$ cat src/hw/rtl/hfa_pkg.sv
`timescale 1ns / 1ps
// hfa_pkg: shared types and constants of the hole fit allocator
// no dependencies

package hfa_pkg;

    localparam int COUNT_W = 5;
    localparam int CFG_DATA_W = 5;

    localparam logic [1:0] POLICY_FIRST = 2'd0;
    localparam logic [1:0] POLICY_BEST = 2'd1;
    localparam logic [1:0] POLICY_WORST = 2'd2;

    localparam logic CFG_FIT_POLICY = 1'b0;
    localparam logic CFG_HOLE_COUNT = 1'b1;

    localparam logic MODE_LOAD = 1'b0;
    localparam logic MODE_REQUEST = 1'b1;

    typedef struct packed {
        logic        mode;
        logic [3:0]  hole_index;
        logic [15:0] hole_size;
        logic [15:0] request_size;
    } item_t;

    typedef struct packed {
        logic        found;
        logic [3:0]  chosen_index;
        logic [15:0] chosen_original_size;
        logic [15:0] remaining_after;
    } result_t;

    // candidate status traveling along the cell row
    typedef struct packed {
        logic valid;
        logic have;
    } cand_flags_t;

    // table write command broadcast to all cells
    typedef struct packed {
        logic load;
        logic update;
    } cell_ctl_t;

endpackage

$ cat src/hw/rtl/hfa_cell.sv
`timescale 1ns / 1ps
// hfa_cell: one table entry plus one stage of the candidate chain
// depends on hfa_pkg

module hfa_cell #(
    parameter int K = 0,
    parameter int IDX_W = 4,
    parameter int SIZE_BITS = 16
) (
    input  logic                        clk,
    input  logic                        rst_n,
    input  logic [1:0]                  policy,
    input  logic [hfa_pkg::COUNT_W-1:0] hole_count,
    input  logic [SIZE_BITS-1:0]        req_size,
    input  hfa_pkg::cell_ctl_t          ctl,
    input  logic [IDX_W-1:0]            sel_idx,
    input  logic [SIZE_BITS-1:0]        wr_data,
    input  hfa_pkg::cand_flags_t        flags_in,
    input  logic [IDX_W-1:0]            idx_in,
    input  logic [SIZE_BITS-1:0]        orig_in,
    input  logic [SIZE_BITS-1:0]        rem_in,
    output hfa_pkg::cand_flags_t        flags_out,
    output logic [IDX_W-1:0]            idx_out,
    output logic [SIZE_BITS-1:0]        orig_out,
    output logic [SIZE_BITS-1:0]        rem_out
);
    import hfa_pkg::*;

    localparam logic [IDX_W-1:0] KI = IDX_W'(K);
    localparam logic [31:0] KU = 32'(K);

    logic [SIZE_BITS-1:0] orig_reg;
    logic [SIZE_BITS-1:0] rem_reg;
    cand_flags_t          flags_reg;
    cand_flags_t          flags_next;
    logic [IDX_W-1:0]     idx_reg;
    logic [IDX_W-1:0]     idx_next;
    logic [SIZE_BITS-1:0] corig_reg;
    logic [SIZE_BITS-1:0] corig_next;
    logic [SIZE_BITS-1:0] crem_reg;
    logic [SIZE_BITS-1:0] crem_next;

    logic in_use;
    logic fits;
    logic better;
    logic take;
    logic hit;

    assign in_use = 32'(hole_count) > KU;
    assign fits = in_use && (rem_reg >= req_size);
    assign hit = (sel_idx == KI);

    always_comb
    begin
        case (policy)
            POLICY_BEST:  better = rem_reg < rem_in;
            POLICY_WORST: better = rem_reg > rem_in;
            default:      better = 1'b0;
        endcase
        take = flags_in.valid && fits && (!flags_in.have || better);
        flags_next.valid = flags_in.valid;
        flags_next.have = flags_in.have || take;
        idx_next = take ? KI : idx_in;
        corig_next = take ? orig_reg : orig_in;
        crem_next = take ? rem_reg : rem_in;
    end

    always_ff @(posedge clk)
    begin
        if (ctl.load && hit)
        begin
            orig_reg <= wr_data;
            rem_reg <= wr_data;
        end
        else if (ctl.update && hit)
        begin
            rem_reg <= wr_data;
        end
        idx_reg <= idx_next;
        corig_reg <= corig_next;
        crem_reg <= crem_next;
    end

    always_ff @(posedge clk or negedge rst_n)
    begin
        if (!rst_n)
        begin
            flags_reg <= '0;
        end
        else
        begin
            flags_reg <= flags_next;
        end
    end

    assign flags_out = flags_reg;
    assign idx_out = idx_reg;
    assign orig_out = corig_reg;
    assign rem_out = crem_reg;

endmodule

$ cat src/hw/rtl/hole_fit_allocator.sv
`timescale 1ns / 1ps
// hole_fit_allocator: top level, controller, config registers and cell row
// depends on hfa_pkg and hfa_cell

// A load item is written into its hole cell when accepted and gives no result. A
// request item keeps busy high until its scan finishes, so no further item is
// taken while it runs. Its result is strobed on done once the candidate has
// travelled through the row of hole cells one cell per cycle, and the chosen
// hole's remaining size is written back as the result is registered. done is
// high for one cycle and cannot be held off; the receiver must take it then.
module hole_fit_allocator #(
    parameter int MAX_HOLES = 16,
    parameter int SIZE_BITS = 16
) (
    input  logic                           clk,
    input  logic                           rst_n,
    input  logic                           start,
    output logic                           busy,
    input  hfa_pkg::item_t                 item,
    output logic                           done,
    output hfa_pkg::result_t               result,
    input  logic                           cfg_we,
    input  logic                           cfg_index,
    input  logic [hfa_pkg::CFG_DATA_W-1:0] cfg_data
);
    import hfa_pkg::*;

    localparam int IDX_W = (MAX_HOLES > 1) ? $clog2(MAX_HOLES) : 1;

    typedef enum logic [1:0] {
        ST_IDLE = 2'b01,
        ST_SCAN = 2'b10
    } state_t;

    state_t               state_reg;
    state_t               state_next;
    logic                 launch_reg;
    logic [SIZE_BITS-1:0] req_reg;
    logic [1:0]           policy_reg;
    logic [COUNT_W-1:0]   count_reg;
    logic                 done_reg;
    result_t              result_reg;

    logic                 accept;
    logic                 finish;
    logic                 load_ok;
    logic [31:0]          load_idx32;
    logic [31:0]          hole_size32;
    logic [31:0]          req_size32;
    logic [31:0]          pick_idx32;
    logic [31:0]          pick_orig32;
    logic [31:0]          new_rem32;
    logic [SIZE_BITS-1:0] new_rem;
    cell_ctl_t            ctl;
    logic [IDX_W-1:0]     sel_idx;
    logic [SIZE_BITS-1:0] wr_data;

    cand_flags_t          flags_w [MAX_HOLES+1];
    logic [IDX_W-1:0]     idx_w   [MAX_HOLES+1];
    logic [SIZE_BITS-1:0] orig_w  [MAX_HOLES+1];
    logic [SIZE_BITS-1:0] rem_w   [MAX_HOLES+1];

    assign busy = (state_reg != ST_IDLE);
    assign accept = start && !busy;
    assign finish = (state_reg == ST_SCAN) && flags_w[MAX_HOLES].valid;

    assign load_idx32 = 32'(item.hole_index);
    assign hole_size32 = 32'(item.hole_size);
    assign req_size32 = 32'(item.request_size);
    assign load_ok = load_idx32 < 32'(MAX_HOLES);

    assign new_rem = rem_w[MAX_HOLES] - req_reg;
    assign new_rem32 = 32'(new_rem);
    assign pick_idx32 = 32'(idx_w[MAX_HOLES]);
    assign pick_orig32 = 32'(orig_w[MAX_HOLES]);

    always_comb
    begin
        ctl.load = accept && (item.mode == MODE_LOAD) && load_ok;
        ctl.update = finish && flags_w[MAX_HOLES].have;
        sel_idx = ctl.load ? load_idx32[IDX_W-1:0] : idx_w[MAX_HOLES];
        wr_data = ctl.load ? hole_size32[SIZE_BITS-1:0] : new_rem;
    end

    always_comb
    begin
        state_next = state_reg;
        case (state_reg)
            ST_IDLE:
            begin
                if (accept && (item.mode == MODE_REQUEST))
                begin
                    state_next = ST_SCAN;
                end
            end
            ST_SCAN:
            begin
                if (finish)
                begin
                    state_next = ST_IDLE;
                end
            end
            default: state_next = ST_IDLE;
        endcase
    end

    always_ff @(posedge clk or negedge rst_n)
    begin
        if (!rst_n)
        begin
            state_reg <= ST_IDLE;
            launch_reg <= 1'b0;
            done_reg <= 1'b0;
            policy_reg <= POLICY_FIRST;
            count_reg <= '0;
        end
        else
        begin
            state_reg <= state_next;
            launch_reg <= accept && (item.mode == MODE_REQUEST);
            done_reg <= finish;
            if (cfg_we)
            begin
                case (cfg_index)
                    CFG_FIT_POLICY: policy_reg <= cfg_data[1:0];
                    CFG_HOLE_COUNT: count_reg <= cfg_data[COUNT_W-1:0];
                    default: ;
                endcase
            end
        end
    end

    always_ff @(posedge clk)
    begin
        if (accept && (item.mode == MODE_REQUEST))
        begin
            req_reg <= req_size32[SIZE_BITS-1:0];
        end
        if (finish)
        begin
            if (flags_w[MAX_HOLES].have)
            begin
                result_reg.found <= 1'b1;
                result_reg.chosen_index <= pick_idx32[3:0];
                result_reg.chosen_original_size <= pick_orig32[15:0];
                result_reg.remaining_after <= new_rem32[15:0];
            end
            else
            begin
                result_reg <= '0;
            end
        end
    end

    // chain head: a fresh empty candidate
    assign flags_w[0].valid = launch_reg;
    assign flags_w[0].have = 1'b0;
    assign idx_w[0] = '0;
    assign orig_w[0] = '0;
    assign rem_w[0] = '0;

    for (genvar k = 0; k < MAX_HOLES; k++)
    begin : g_cell
        hfa_cell #(
            .K         (k),
            .IDX_W     (IDX_W),
            .SIZE_BITS (SIZE_BITS)
        ) u_cell (
            .clk        (clk),
            .rst_n      (rst_n),
            .policy     (policy_reg),
            .hole_count (count_reg),
            .req_size   (req_reg),
            .ctl        (ctl),
            .sel_idx    (sel_idx),
            .wr_data    (wr_data),
            .flags_in   (flags_w[k]),
            .idx_in     (idx_w[k]),
            .orig_in    (orig_w[k]),
            .rem_in     (rem_w[k]),
            .flags_out  (flags_w[k+1]),
            .idx_out    (idx_w[k+1]),
            .orig_out   (orig_w[k+1]),
            .rem_out    (rem_w[k+1])
        );
    end

    assign done = done_reg;
    assign result = result_reg;

`ifndef SYNTHESIS
    a_state_onehot: assert property (@(posedge clk) disable iff (!rst_n)
        $onehot(state_reg))
        else $error("state not one-hot");

    a_done_idle: assert property (@(posedge clk) disable iff (!rst_n)
        done_reg |-> !busy)
        else $error("result strobed while scan still running");

    a_chain_in_scan: assert property (@(posedge clk) disable iff (!rst_n)
        flags_w[MAX_HOLES].valid |-> (state_reg == ST_SCAN))
        else $error("candidate left the chain outside a scan");

    a_launch_scan: assert property (@(posedge clk) disable iff (!rst_n)
        launch_reg |-> (state_reg == ST_SCAN) && !flags_w[MAX_HOLES].valid)
        else $error("launch without a fresh scan");
`endif

endmodule
$ cat config.mk
export PLATFORM = sky130hd
export DESIGN_NAME = hole_fit_allocator
export DESIGN_NICKNAME = d
export VERILOG_FILES = /design/src/hw/rtl/hfa_pkg.sv /design/src/hw/rtl/hfa_cell.sv /design/src/hw/rtl/hole_fit_allocator.sv
export SDC_FILE = /design/constraint.sdc
export NUM_CORES = 2
export LEC_CHECK = 0
export BUFFER_PORTS_ARGS = -buffer_cell sky130_fd_sc_hd__buf_2
export CELL_PAD_IN_SITES_DETAIL_PLACEMENT = 0
export CELL_PAD_IN_SITES_GLOBAL_PLACEMENT = 1
export CORE_UTILIZATION = 35
export CTS_BUF_LIST = sky130_fd_sc_hd__clkbuf_16
export DETAILED_ROUTE_END_ITERATION = 8
export GPL_ROUTABILITY_DRIVEN = 0
export HOLD_SLACK_MARGIN = 0.12
export MAX_ROUTING_LAYER = met4
export PLACE_DENSITY = 0.62
export SYNTH_ARGS = -nofsm -noshare
export SYNTH_HDL_FRONTEND = slang
export SYNTH_HIERARCHICAL = 1
export SYNTH_SLANG_ARGS = --single-unit
$ cat constraint.sdc
create_clock -name clk -period 4.2 [get_ports clk]
set_clock_uncertainty 0.2 [all_clocks]
set_input_delay 0.42 -clock clk [delete_from_list [all_inputs] [get_ports clk]]
set_output_delay 0.42 -clock clk [all_outputs]
set_load 0.02 [all_outputs]
==> results.yml <==
global_routing:
  grt_pass1_wl_um: 215500
  grt_pass1_vias: 32870
  grt_usage_pct: 18.93
  grt_max_degree: 39
  overflow: 0
  antenna_found_initial: 10
synth:
  syn_area_per_cell_um2: 12.92
  ys_async_sr_fraction_pct: 3.632
  yosysWarnings: 6
  ys_ff_latch: 1184
  synthesis.area_mm2: 0.05497
  synth_top_flop_cell: "dfxtp_1"
  postSynthCellCount: 4254
  synthDistinctLibCells: 105
  synth-seq-area-share_pct: 53.80
  synth_edf_count: 565
final_layout:
  n_fill_cell: 14600
  layout_common_cells: "inv_1, dfxtp_1, edfxtp_1, ha_1, mux2_4"
  layout_commonest_cell: "inv_1"
  final_util_pct: 40.58
  fin_area_mm2: 0.06332
  area_delta_synth_final_pct: 15.17
  drive_gt1_share_pct: 21.28
  stdcell_count: 6779
  finalNetCount: 5215
place:
  dp_hpwl_um: 102900
  place_inst: 6500
  dpl_cell_area_mm2: 0.05875
  port_buffers: 85
floorplanning:
  fp.dieW_um: 398.3
  initial_utilization_pct: 35.23
  die-area_mm2: 0.1587
  rows: 145
  io_pins: 86
  core-area_mm2: 0.1560
  die_h_um: 398.3
setup_path:
  start_kind: "flip-flop"
  critical_path_class: "flip-flop to flip-flop"
  critPathMaxFanout: 32
  arrival_ns: 4.12
  worstPathCellList: "inv_1 > ha_1 > nor2b_1 > o31ai_2 > a21oi_2 > o21ai_0 > a21o_1 > a31o_2"
  crit_required_ns: 4.37
  critPathMaxStageDelay_ns: 0.89
  r2r_cells: 8
  crit_slowest_cell: "a31o_2"
  r2r-end: "g_cell[8].u_cell/orig_reg[8]"
  critPathTopFamily: "compound AO/OA/AOI/OAI gates"
  crit_path_end_kind: "flip-flop"
  reg2reg_setup_slack_ns: 0.25
  path_buf_inv: 1
  r2r_start: "req_reg[2]"
outcome:
  status: "completed"
worst_hold_path:
  whs_endpoint: "g_cell[13].u_cell/flags_out[1]"
  hp-start: "g_cell[12].u_cell/flags_out[1]"
  hold_path_depth: 0
  hold_class: "flip-flop to flip-flop"
routing:
  drt-pass1-iter-count: 5
  post-route-drc-count: 0
  drtIter0Drc: 1899
  route.vias.total: 32520
  ant_nets: 0
  viasPerCell: 4.797
  wl_per_cell_um: 21.47
  routed_wirelength_um: 145500
sta:
  worst_slew_pin_slew_ns: 1.215
  tns_ns: 0
  maxSlewViolCount: 0
  min_period_ns: 3.947
  setup_viol: 0
  final-hold-violation-count: 0
  rsz0062_at_grt: "no"
  fin_crit_sh_pct: 93.99
  whs_ns: 0.1706
  slew_headroom_pct: 19.00
  max_freq_ghz: 0.2533
clock_tree:
  cts_resized: 0
  htree_levels: 4
  cts_buffer_depth: 3
  clk-insertion-delay-late_ns: 0.76
  path_clk_slew_ns: 0.06
  clock-root-buffer: "clkbuf_16"
  cts_tree: "done"
  clock_sinks: 1184
  cts_buffers: 132
pwr:
  p_leak_nw: 27.64
  power_density_mw_per_mm2: 411.4
  ir_worst_vdd_v: 0.0003831
job:
  maxCapViolCount: 0
worst max-delay path by stage:
stage,start,to,cells after the start,slack (ns)
after global routing,req_reg[14],g_cell[5].u_cell/orig_out[2],9,0.07
after CTS,req_reg[2],g_cell[0].u_cell/orig_reg[8],8,0.24
after global placement,req_reg[0],g_cell[5].u_cell/idx_out[2],9,0.34
final,req_reg[2],g_cell[8].u_cell/orig_reg[8],8,0.25
after detailed placement,req_reg[2],g_cell[4].u_cell/rem_reg[8],8,0.31
after floorplan,req_reg[0],g_cell[0].u_cell/orig_reg[10],8,0.13
final cells by class:
| cell class | instances | area (um2) | area share (%) |
|---|---|---|---|
| Sequential cell | 1184 | 29580 | 46.71 |
| Multi-Input combinational cell | 2462 | 22650 | 35.78 |
| Clock buffer | 133 | 3328 | 5.257 |
| Tap cell | 2058 | 2575 | 4.067 |
| Inverter | 575 | 2158 | 3.409 |
| Timing Repair Buffer | 253 | 2105 | 3.324 |
| Clock inverter | 112 | 914.6 | 1.445 |
| Antenna cell | 2 | 5.005 | 0.007905 |
report_power, final:
| part | switching, mW | internal, mW |
|---|---|---|
| Clock | 4.84 | 6.40 |
| Combinational | 1.21 | 0.756 |
| Sequential | 0.237 | 12.6 |
| Total | 6.29 | 19.8 |
worst reg2reg max path, delay by kind of cell, from the launching register on:
| family | cells | cell delay, ns |
|---|---|---|
| AO/OA/AOI/OAI | 5 | 1.91 |
| adder cells (fa/ha/maj) | 1 | 0.36 |
| buffers and inverters | 1 | 0.11 |
| flip-flops | 1 | 0.77 |
| AND/OR/NAND/NOR | 1 | 0.16 |
metal layers:
| metal | part of all wire, % | track usage [%] | vias up |
|---|---|---|---|
| met5 | 0 | - | - |
| met4 | 2.5 | 5.405 | 0 |
| met3 | 3.8 | 2.392 | 189 |
| li1 | - | - | 15890 |
| met1 | 48 | 25.43 | 15800 |
| met2 | 46 | 29.88 | 637 |
cell usage after synthesis, types with 54 or more instances:
cell type	number	share of area, %
mux2_4	359	9.8
a21oi_1	183	1.7
nand4_1	82	0.93
inv_1	575	3.9
edfxtp_1	565	31
and2_1	55	0.63
nor2b_1	54	0.61
ha_1	559	13
mux2_2	129	2.6
o21ai_0	113	1.0
dfxtp_1	576	21
nand3_1	71	0.65
nand2_1	209	1.4
nor2_1	56	0.38
cell families after synthesis:
group	after synthesis	synth area share (%)
flip-flops	1184	53.80
AND/OR/NAND/NOR	748	7.527
buffers and inverters	663	5.697
AO/OA/AOI/OAI	565	6.896
adder cells (fa/ha/maj)	560	12.76
multiplexers	523	13.16
XOR/XNOR	10	0.1593
other	1	0.006821
what timing repair did:
action,CTS,global route
buffers inserted,0,0
hold buffers,32,0
hold endpoints to repair,100,0
per-stage QoR:
stage / setup slack, ns / total power [mW]
global route: 0.06952 / 27.05
detailed placement: 0.3061 / 15.05
global placement: 0.3377 / 15.04
floorplan: 0.1315 / 14.04
finish: 0.2525 / 26.05
CTS: 0.2448 / 26.41
Note: power is estimated with default switching activity, not from simulation.
